<file path="src/hw/rtl/tiered_lru_key_value_cache_core_assert.svh">
// Assertion macros for the tiered LRU key/value cache core.
// Expects clk and rst_n in the scope of the including module.
`ifndef TIERED_LRU_KEY_VALUE_CACHE_CORE_ASSERT_SVH
`define TIERED_LRU_KEY_VALUE_CACHE_CORE_ASSERT_SVH

// Check a consequent in the same cycle as its antecedent
`define TLKV_ASSERT_NOW(label, ante, cons, msg) \
    label: assert property (@(posedge clk) disable iff (!rst_n) (ante) |-> (cons)) \
        else $error(msg);

// Check a consequent in the cycle after its antecedent
`define TLKV_ASSERT_NEXT(label, ante, cons, msg) \
    label: assert property (@(posedge clk) disable iff (!rst_n) (ante) |=> (cons)) \
        else $error(msg);

`endif

</file>
<file path="src/hw/rtl/tlkv_ram.sv">
// Generic single-write, single-read RAM with registered read data.
// No dependencies.
`default_nettype none

module tlkv_ram #(
    parameter int WIDTH = 64,
    parameter int DEPTH = 64,
    localparam int AW = (DEPTH > 1) ? $clog2(DEPTH) : 1
) (
    input  wire logic                     clk,
    input  wire logic                     we,
    input  wire logic [AW-1:0]            waddr,
    input  wire logic [WIDTH-1:0]         wdata,
    input  wire logic [AW-1:0]            raddr,
    output logic      [WIDTH-1:0]         rdata
);
    logic [WIDTH-1:0] mem [DEPTH];
    logic [WIDTH-1:0] rdata_reg;

    // Write port and registered read port
    always_ff @(posedge clk)
    begin
        if (we)
        begin
            mem[waddr] <= wdata;
        end
        rdata_reg <= mem[raddr];
    end

    assign rdata = rdata_reg;

endmodule

`default_nettype wire

</file>
<file path="config.mk">
export PLATFORM = sky130hd
export DESIGN_NAME = tlkv_ram
export DESIGN_NICKNAME = d
export VERILOG_FILES = /design/src/hw/rtl/tiered_lru_key_value_cache_core_assert.svh /design/src/hw/rtl/tlkv_ram.sv
export SDC_FILE = /design/constraint.sdc
export NUM_CORES = 2
export LEC_CHECK = 0
export ABC_CLOCK_PERIOD_IN_PS = 14300
export BUFFER_PORTS_ARGS = -buffer_cell sky130_fd_sc_hd__clkbuf_2
export CAP_MARGIN = 20
export CORE_ASPECT_RATIO = 1.25
export CORE_UTILIZATION = 30
export CTS_BUF_LIST = sky130_fd_sc_hd__clkbuf_2
export CTS_CLUSTER_DIAMETER = 120
export DETAILED_ROUTE_END_ITERATION = 6
export GPL_ROUTABILITY_DRIVEN = 0
export HOLD_SLACK_MARGIN = 0.05
export SLEW_MARGIN = 10
export SYNTH_ARGS = -nofsm -noshare
export SYNTH_HDL_FRONTEND = slang
export SYNTH_SLANG_ARGS = --single-unit
</file>
<file path="constraint.sdc">
create_clock -name clk -period 14.3 [get_ports clk]
set_input_delay 0.715 -clock clk [delete_from_list [all_inputs] [get_ports clk]]
set_output_delay 0.715 -clock clk [all_outputs]
set_load 0.05 [all_outputs]
</file>
==> metrics <==
DP Worst Slack between 9 and 10 ns; Final nets approximately 7800; max reg flops about 4100; FF+latch count, synth ~4200; Initial Util between 30% and 40%; Post-Route WL ~450000 um; vias just under 80000; wire per inst between 20 and 30 um; Crit Path Max Fanout 56; Tightest Pin Transition between 1 and 1.5 ns; Post-DP HPWL between 200000 and 250000 um; min setup slack post-route 9.83 ns; Mapped Cells between 6000 and 7000; maximum VDD drop between 0.06 and 0.07 mV; initial antenna violation count 23; global-route wire length before repair 625000 um; grt ovf 0; layout cells sized above 1 about 35%; Fill cells just under 50000; final hold vios 0; adder-cell share of the synthesized area 0%; clock sink count about 4200; final setup fails 0; post-synthesis sequential area ratio 79.5%; Rel. slew slack ~22%; DIE WIDTH between 600 and 700 um; area delta synth->final 13.3%; footprint of the multi-input gates about 30000 um2; Ports 142; DR vias/cell just over 5; Buffers on Ports approximately 140; largest net degree at the start of global routing 151; Post-CTS Setup Repair Bufs 0; CTS H-tree depth 6; Total Neg Setup Slack 0 ns; synth warn 0; total die area 524000 um2; site row count just under 300; CP max stage delay 0.77 ns; register area ~120000 um2; post-synthesis compound-gate area fraction 2.48%; Remaining DRCs 0; gr usage total 16.9%; Hold/Removal Path Class in2reg; largest family of logic cells by synthesized area multiplexers; Final Cycle Share 31.2%; slowest cell on the critical path buf_4; Synth Area in Simple Gates 1.24%; core area 519000 um2; CTS-repair resized insts 0; clk_lat worst skew about 2.0 ns; number of routed nets with antenna violations 0; initial DRC count between 8000 and 9000; Tmin final about 4.5 ns; static leakage 55.7 nW; Longest Clk Path Bufs 4; CTS tree yes; RSZ-0062 raised after global routing no; type of origin of the critical path primary input; status finished, final reports clean; Root Driver clkbuf_2; Post-Syn Area about 160000 um2; Avg Cell Area, Syn around 24 um2; total CTS buffers 870; XOR/XNOR Fraction of Synth Area 0%; post-synthesis mux area share ~16%; data required time of the worst path roughly 16 ns; MaxCap Viol Count 0; skew final 0.164 ns; max-slew violations 0; Pwr per Cell Area approximately 120 nW/um2; Synth cell types 33; vias in the first global route between 80000 and 90000; Crit path top cell by count dlygate4sd3_1; WP data arrival ~6.4 ns; Die Ht roughly 810 um; Clock Pin Slew Worst Setup and Hold Paths between 0.1 and 0.15 ns; Setup CP Type in2reg; DRT Pass-1 Iters 6; worst-path cell chain dlygate4sd3_1, buf_8, buf_4, buf_4, nand2b_1, buf_4, o221ai_1, dlygate4sd3_1, o22ai_1, dlygate4sd3_1, and3_1, dlygate4sd3_1; maximum clock rate roughly 220 MHz; syn_nets 6676; Crit. End Element register; hold buffer count at CTS around 150
==> placed cells by master (no fill, tap or decap), types with 45 or more instances in the layout <==
master / n
a22oi_1: 168
edfxtp_1: 4096
mux4_2: 1024
buf_4: 202
nor2_1: 47
clkinv_1: 210
nor2_4: 65
buf_12: 58
a211oi_1: 61
and3_1: 64
nand3_1: 45
a22o_1: 88
clkbuf_2: 1394
clkinv_2: 50
mux2i_1: 135
o22ai_1: 83
nand2_1: 55
dfxtp_1: 64
dlygate4sd3_1: 178
==> path summary, 6_finish.rpt <==
kind,start,end,slack [ns],depth (start not counted)
setup / recovery,raddr[2],rdata[12]$_DFF_P_,9.83,12
hold / removal,wdata[17],mem[12][17]$_DFFE_PP_,0.18,3
setup reg to reg,mem[26][12]$_DFFE_PP_,rdata[12]$_DFF_P_,11.14,7
hold reg to reg,mem[44][63]$_DFFE_PP_,rdata[63]$_DFF_P_,0.74,4
==> cells in the mapped netlist, drive strengths merged <==
cell type  number  area [um2]
edfxtp       4096      123000
mux4         1024       23100
buf           230        1250
a22oi         168        1260
clkbuf        140         526
mux2i         135        1350
nor2          112         420
a22o           88         771
o22ai          83         519
and3           64         400
dfxtp          64        1280
a211oi         63         473
nand2          58         218
nand3          45         225
o221ai         38         333
or3            29         181
nor2b          28         175
or2            28         175
a41oi          26         228
a2bb2oi        19         166
inv            19        71.3
a31oi          18         113
nand2b         11        68.8
and2            3        18.8
nand3b          2        15.0
nand4           2        12.5
nor3            2        10.0
a31o            1        8.76
nand4b          1        8.76
or3b            1        8.76
==> critical path, delay by kind of cell <==
family	cells	cell delay [ns]
AO/OA/AOI/OAI	2	0.42
buffers and inverters	8	4.81
AND/OR/NAND/NOR	2	0.37
==> routing by layer <==
layer  part of all wire (%)  track usage, %  vias up
met2                     53            30.3     3650
met1                     36            19.9    42400
met4                    4.0            6.80        8
met5                  0.012               0        -
li1                       -               -    31300
met3                    7.0            2.82      803
==> through the flow <==
stage	instance area [um2]	hold slack [ns]	util (%)	cells	power [mW]
finish	177000	0.183	34.1	15300	22.0
CTS	176000	0.0589	33.9	15200	22.2
global placement	166000	0.835	32.0	13400	15.0
detailed placement	166000	0.833	32.0	13400	15.1
global route	177000	0.0964	34.1	15300	22.8
floorplan	156000	0.788	-	6598	14.5
==> report_power, final <==
part           internal [mW]  switching (mW)  total, mW
Sequential              13.5          0.0699       13.5
Clock                   2.62            4.55       7.17
Combinational          0.473           0.838       1.31
Total                   16.6            5.46       22.0
==> final cells by class <==
type	instances	share of cell area [%]
clock inverter	307	0.934
timing repair buffer	588	3.06
multi-input combinational	2049	17.4
antenna	24	0.0339
tap	6854	4.84
sequential	4160	70.1
inverter	19	0.0403
clock buffer	1263	3.57
==> kinds of logic (layout without fill, tap and decap cells) <==
| family | count (synthesis) | count (layout) |
|---|---|---|
| flip-flops | 4160 | 4160 |
| multiplexers | 1159 | 1159 |
| other | 0 | 24 |
| buffers and inverters | 389 | 2177 |
| AO/OA/AOI/OAI | 504 | 504 |
| AND/OR/NAND/NOR | 386 | 386 |
Note: power is estimated with default switching activity, not from simulation.
