$ cat src/hw/rtl/tiered_lru_key_value_cache_core_assert.svh
// Assertion macros for the tiered LRU key/value cache core.
// Expects clk and rst_n in the scope of the including module.
`ifndef TIERED_LRU_KEY_VALUE_CACHE_CORE_ASSERT_SVH
`define TIERED_LRU_KEY_VALUE_CACHE_CORE_ASSERT_SVH

// Check a consequent in the same cycle as its antecedent
`define TLKV_ASSERT_NOW(label, ante, cons, msg) \
    label: assert property (@(posedge clk) disable iff (!rst_n) (ante) |-> (cons)) \
        else $error(msg);

// Check a consequent in the cycle after its antecedent
`define TLKV_ASSERT_NEXT(label, ante, cons, msg) \
    label: assert property (@(posedge clk) disable iff (!rst_n) (ante) |=> (cons)) \
        else $error(msg);

`endif

$ cat src/hw/rtl/tlkv_pkg.sv
// Shared types, codes and helpers of the tiered LRU key/value cache.
// No dependencies.
`default_nettype none

package tlkv_pkg;

    // Request op codes
    localparam logic [2:0] OP_STORE  = 3'd0;
    localparam logic [2:0] OP_LOOKUP = 3'd1;
    localparam logic [2:0] OP_EVICT  = 3'd2;
    localparam logic [2:0] OP_CLEAR  = 3'd3;
    localparam logic [2:0] OP_INVAL  = 3'd4;
    localparam logic [2:0] OP_RECORD = 3'd5;
    localparam logic [2:0] OP_STATS  = 3'd6;

    // Result status codes
    localparam logic [1:0] STS_OK       = 2'd0;
    localparam logic [1:0] STS_INVALID  = 2'd1;
    localparam logic [1:0] STS_NOTFOUND = 2'd2;

    // Fixed field widths
    localparam int KEY_W   = 64;
    localparam int STAMP_W = 64;
    localparam int SIZE_W  = 6;
    localparam int IDX_W   = 8;
    localparam int META_W  = KEY_W + STAMP_W + SIZE_W;

    typedef enum logic [2:0] {
        ST_IDLE,
        ST_SCAN,
        ST_DECIDE,
        ST_PWR,
        ST_LRD,
        ST_LWAIT,
        ST_LOUT,
        ST_RESP
    } state_t;

    // Control into the slot scan unit
    typedef struct packed {
        logic               clr;
        logic               step;
        logic               slot_v;
        logic [IDX_W-1:0]   idx;
    } scan_ctl_t;

    // Findings of a tier scan
    typedef struct packed {
        logic               match_found;
        logic [IDX_W-1:0]   match_idx;
        logic [SIZE_W-1:0]  match_size;
        logic               free_found;
        logic [IDX_W-1:0]   free_idx;
        logic               old_found;
        logic [IDX_W-1:0]   old_idx;
        logic [SIZE_W-1:0]  old_size;
    } scan_res_t;

    // Keep byte b of word widx when widx*8+b lies below sz
    function automatic logic [63:0] byte_mask(input logic [5:0] sz, input logic [5:0] widx);
        logic [63:0] m;
        logic [8:0]  pos;
        m = '0;
        for (int b = 0; b < 8; b++)
        begin
            pos = {widx, 3'b000} + 9'(b);
            if (pos < {3'b000, sz})
            begin
                m[b*8 +: 8] = 8'hff;
            end
        end
        return m;
    endfunction

endpackage

`default_nettype wire

$ cat src/hw/rtl/tlkv_scan.sv
// Slot scan unit: one shared key compare and stamp compare, one slot per step.
// Depends on tlkv_pkg.
`default_nettype none

module tlkv_scan (
    input  wire logic                               clk,
    input  wire logic                               rst_n,
    input  wire tlkv_pkg::scan_ctl_t                ctl,
    input  wire logic [tlkv_pkg::KEY_W-1:0]         cmp_key,
    input  wire logic [tlkv_pkg::KEY_W-1:0]         row_key,
    input  wire logic [tlkv_pkg::STAMP_W-1:0]       row_stamp,
    input  wire logic [tlkv_pkg::SIZE_W-1:0]        row_size,
    output tlkv_pkg::scan_res_t                     res
);
    logic match_found_reg, free_found_reg, old_found_reg;
    logic [tlkv_pkg::IDX_W-1:0]   match_idx_reg, free_idx_reg, old_idx_reg;
    logic [tlkv_pkg::SIZE_W-1:0]  match_size_reg, old_size_reg;
    logic [tlkv_pkg::STAMP_W-1:0] old_stamp_reg;

    logic hit_now, free_now, older_now;

    // Shared compares for the slot under test
    always_comb
    begin
        hit_now   = ctl.step && ctl.slot_v && (row_key == cmp_key) && !match_found_reg;
        free_now  = ctl.step && !ctl.slot_v && !free_found_reg;
        older_now = ctl.step && ctl.slot_v && (!old_found_reg || (row_stamp < old_stamp_reg));
    end

    // Track found flags
    always_ff @(posedge clk or negedge rst_n)
    begin
        if (!rst_n)
        begin
            match_found_reg <= 1'b0;
            free_found_reg  <= 1'b0;
            old_found_reg   <= 1'b0;
        end
        else if (ctl.clr)
        begin
            match_found_reg <= 1'b0;
            free_found_reg  <= 1'b0;
            old_found_reg   <= 1'b0;
        end
        else
        begin
            if (hit_now)
            begin
                match_found_reg <= 1'b1;
            end
            if (free_now)
            begin
                free_found_reg <= 1'b1;
            end
            if (older_now)
            begin
                old_found_reg <= 1'b1;
            end
        end
    end

    // Capture the first match, the first free slot and the oldest slot
    always_ff @(posedge clk)
    begin
        if (hit_now)
        begin
            match_idx_reg  <= ctl.idx;
            match_size_reg <= row_size;
        end
        if (free_now)
        begin
            free_idx_reg <= ctl.idx;
        end
        if (older_now)
        begin
            old_idx_reg   <= ctl.idx;
            old_size_reg  <= row_size;
            old_stamp_reg <= row_stamp;
        end
    end

    always_comb
    begin
        res.match_found = match_found_reg;
        res.match_idx   = match_idx_reg;
        res.match_size  = match_size_reg;
        res.free_found  = free_found_reg;
        res.free_idx    = free_idx_reg;
        res.old_found   = old_found_reg;
        res.old_idx     = old_idx_reg;
        res.old_size    = old_size_reg;
    end

endmodule

`default_nettype wire
$ cat config.mk
export PLATFORM = sky130hd
export DESIGN_NAME = tlkv_scan
export DESIGN_NICKNAME = d
export VERILOG_FILES = /design/src/hw/rtl/tiered_lru_key_value_cache_core_assert.svh /design/src/hw/rtl/tlkv_pkg.sv /design/src/hw/rtl/tlkv_scan.sv
export SDC_FILE = /design/constraint.sdc
export NUM_CORES = 1
export LEC_CHECK = 0
export ABC_AREA = 1
export BUFFER_PORTS_ARGS = -buffer_cell sky130_fd_sc_hd__buf_2
export CAP_MARGIN = 10
export CORE_UTILIZATION = 44
export DETAILED_ROUTE_END_ITERATION = 7
export PLACE_DENSITY = 0.75
export SYNTH_ARGS = -nofsm -noshare
export SYNTH_HDL_FRONTEND = slang
export SYNTH_SLANG_ARGS = --single-unit
$ cat constraint.sdc
create_clock -name clk -period 5.2 [get_ports clk]
set_input_delay 0.78 -clock clk [delete_from_list [all_inputs] [get_ports clk]]
set_output_delay 0.78 -clock clk [all_outputs]
set_load 0.1 [all_outputs]
==> results.sh <==
export IMPL_drc=0
export IMPL_cts_resized=0
export IMPL_area_growth_syn_to_layout_pct=29.53
export IMPL_io_pins=250
export IMPL_critPathArrivalTime_ns=3.26
export IMPL_antenna_found_initial=2
export IMPL_ctsRootBufferMaster="clkbuf_16"
export IMPL_vias=4974
export IMPL_worstMarginPinSlew_ns=0.9643
export IMPL_max_freq_mhz=308.3
export IMPL_synth_nets=879
export IMPL_multi_input_area_um2=2492
export IMPL_seqCellArea_um2=3078
export IMPL_ys_top_cells_by_area="edfxtp_1 (50%), ha_1 (13%), inv_1 (7.2%)"
export IMPL_gr_total_overflow=0
export IMPL_synth_compound_area_share=0.04304
export IMPL_leakage_nw=3.881
export IMPL_wl_per_cell_um=14.67
export IMPL_syn_area_um2=6017
export IMPL_netSwitchingFraction=0.2626
export IMPL_synthCells=605
export IMPL_muxShareOfSynthArea=0
export IMPL_crit_chain="buf_2 > ha_1 > a21oi_1 > nor2_1 > nor3_1 > nand2_1 > nand2_1 > nand2_1 > nand2_1 > nand2_1 > nand2_1 > nand2_1 > a21oi_4 > buf_12"
export IMPL_final_hold_viol_count=0
export IMPL_gr_usage_met3=0.04741
export IMPL_ant_nets=0
export IMPL_fin_skew_ns=0.01180
export IMPL_synth_top_cell_area_share=0.4991
export IMPL_drtPass1Iterations=4
export IMPL_drt_iter0_markers=188
export IMPL_fin_tns_setup_ns=0
export IMPL_post_route_util=0.5862
export IMPL_seq_power_share=0.481
export IMPL_hpwl_um=13070
export IMPL_reg2reg_to="old_stamp_reg[0]"
export IMPL_cpMostUsedCell="nand2_1"
export IMPL_period_minus_slack_ns=3.244
export IMPL_largest_reg_flops=64
export IMPL_cts_max_level=3
export IMPL_status="finished, final reports clean"
export IMPL_synthXorXnorAreaFrac=0.06093
export IMPL_synth_top_family_by_area="simple AND/OR/NAND/NOR gates"
export IMPL_end_kind="flip-flop"
export IMPL_crit_path_start_kind="primary input"
export IMPL_postCtsSetupRepairBufs=0
export IMPL_powerDensity_nw_per_um2=255.2
export IMPL_nNetsFinal=1138
export IMPL_synthArstFlopShare=0.02913
export IMPL_rr_startpoint="old_stamp_reg[5]"
export IMPL_rrSetupSlack_ns=2.17
export IMPL_avgSynthCellArea_um2=9.945
export IMPL_cts_reportedPaths_clkPinSlew_ns=0.06
export IMPL_core_um2=13300
export IMPL_ctsHoldBuffers=0
export IMPL_routed_wl_um=15360
export IMPL_die_height_um=118.9
export IMPL_synth_edff_count=100
export IMPL_ys_seq_area_frac=0.5115
export IMPL_slew_headroom=0.3557
export IMPL_synth_main_ff_cell="edfxtp_1"
export IMPL_cts_tree="built"
export IMPL_nFillCells=1200
export IMPL_rsz0062_at_grt="no"
export IMPL_p_int_w=0.001466
export IMPL_ys_ff_latch=103
export IMPL_start_util=0.4526
export IMPL_synth_adder_area_share=0.1310
export IMPL_switching_power_w=0.0005223
export IMPL_setup_viol_count_final=0
export IMPL_cp_data_required_time_ns=5.22
export IMPL_synth_cell_types=26
export IMPL_ir_drop_mv=0.1420
export IMPL_hold_class="primary input to asynchronous set/reset pin"
export IMPL_grt_pass1_wl_um=23250
export IMPL_clock_sinks=103
export IMPL_cts_buffers=9
export IMPL_grt_busiest_layer="met2"
export IMPL_gr_usage_met2=0.3977
export IMPL_drv_cap=0
export IMPL_grt_start_max_net_pins=52
export IMPL_critPathMaxFanout=51
export IMPL_cts_buffer_depth=2
export IMPL_pwr_share_clk=0.328
export IMPL_grt_use_total=0.2176
export IMPL_dieArea_um2=14150
export IMPL_drive_gt1_frac=0.3349
export IMPL_worstSetupPathType="primary input to flip-flop"
export IMPL_pwr_share_comb=0.191
export IMPL_avgViaCountPerCell=4.751
export IMPL_synthTopCellsByCount="inv_1 (115), nand2_1 (110), edfxtp_1 (100)"
export IMPL_die_w_um=118.9
export IMPL_io_buffers=249
export IMPL_globalRouteMet1Util=0.2365
export IMPL_r2r_cells=14
export IMPL_routabilityCongestion=0.9163
export IMPL_critical_path_slowest_cell="a21oi_4"
export IMPL_slew_violations=0
export IMPL_worstSetupStartpoint="row_stamp[5]"
export IMPL_yosysTopAreaCell="edfxtp_1"
export IMPL_slowest_delay_ns=0.77
export IMPL_yosys_warnings=0
export IMPL_insertion_delay_ns=0.34
export IMPL_synth_simple_area_share=0.1774
export IMPL_synth_most_common_cell="inv_1"
export IMPL_crit_buf_inv=2
export IMPL_num_rows=42
export IMPL_path_delay_family="compound AO/OA/AOI/OAI gates"
export IMPL_first_global_vias=4835
export IMPL_fin_crit_sh=0.6238
final cells by class:
cell class	count	share of cell area
antenna	2	0.0006422
clock buffer	10	0.02938
clock inverter	6	0.007706
inverter	116	0.05587
multi-input combinational	383	0.3198
sequential	103	0.3949
tap	176	0.02825
timing repair buffer	251	0.1634
metrics by stage:
| step | area, um^2 | std cells | hold WS, ns | total power [W] | setup WS (ns) |
|---|---|---|---|---|---|
| after floorplan | 6021 | 605 | 0.4844 | 0.001200 | 0.7984 |
| after global placement | 7500 | 1029 | 0.5304 | 0.001348 | 1.648 |
| after detailed placement | 7500 | 1029 | 0.5304 | 0.001356 | 1.613 |
| after CTS | 7789 | 1045 | 0.2152 | 0.002008 | 1.948 |
| after global routing | 7794 | 1047 | 0.2175 | 0.002077 | 1.762 |
| final | 7794 | 1047 | 0.2294 | 0.001989 | 1.956 |
placed cells by master, fill, tap and decap left out, types with 2 or more instances in the layout:
cell type,Yosys,final
nor4_2,3,3
nor2_1,37,37
inv_1,115,115
diode_2,0,2
nor4_1,5,5
nor2_2,2,2
clkinv_1,0,2
nand2_1,110,110
o21ai_0,12,12
or2_2,17,17
dfrtp_1,3,3
ha_1,63,63
xor2_1,23,23
clkbuf_16,0,9
nand4_1,23,23
a21oi_1,35,34
xnor2_1,17,17
edfxtp_1,100,100
nand3b_1,4,4
nand3_1,16,16
buf_2,0,249
nor3_1,10,10
cell families (layout without fill, tap and decap cells):
family | Yosys count | after routing
compound gates | 50 | 50
xor+xnor | 41 | 41
fa+ha+maj | 63 | 63
buf+inv | 119 | 383
flops | 103 | 103
other cells | 0 | 2
simple gates | 229 | 229
metal layers:
metal / wire length, um / vias up
met5: 0 / -
met4: 507 / 0
met3: 964 / 32
met2: 7877 / 184
met1: 6013 / 2213
li1: - / 2545
worst reg2reg max path, cell delays in order, from the launching register on:
cell      delay [ns]
edfxtp_1        0.36
inv_1           0.06
ha_1            0.23
a21oi_1         0.15
nor2_1          0.06
nor3_1          0.14
nand2_1         0.08
nand2_1         0.06
nand2_1         0.09
nand2_1         0.08
nand2_1         0.07
nand2_1         0.07
nand2_1         0.10
a21oi_4         0.78
buf_12          0.36
power groups by stage:
| stage | Clock [W] | Combinational, W | Sequential [W] |
|---|---|---|---|
| 2_1_floorplan | 0 | 0.000172 | 0.00103 |
| 3_3_place_gp | 0 | 0.000375 | 0.000974 |
| 3_5_place_dp | 0 | 0.000381 | 0.000975 |
| 4_1_cts | 0.000668 | 0.000383 | 0.000957 |
| 5_1_grt | 0.000699 | 0.000420 | 0.000959 |
| 6_report | 0.000652 | 0.000380 | 0.000957 |
worst max-delay path by stage:
stage	end	slack (ns)	cells after the start
global placement	old_stamp_reg[16]	1.65	14
detailed placement	old_stamp_reg[16]	1.61	14
floorplan	old_idx_reg[0]	0.80	12
finish	old_stamp_reg[0]	1.96	14
global route	old_stamp_reg[23]	1.76	14
CTS	old_stamp_reg[27]	1.95	14
(Power assumes the default switching activity.)
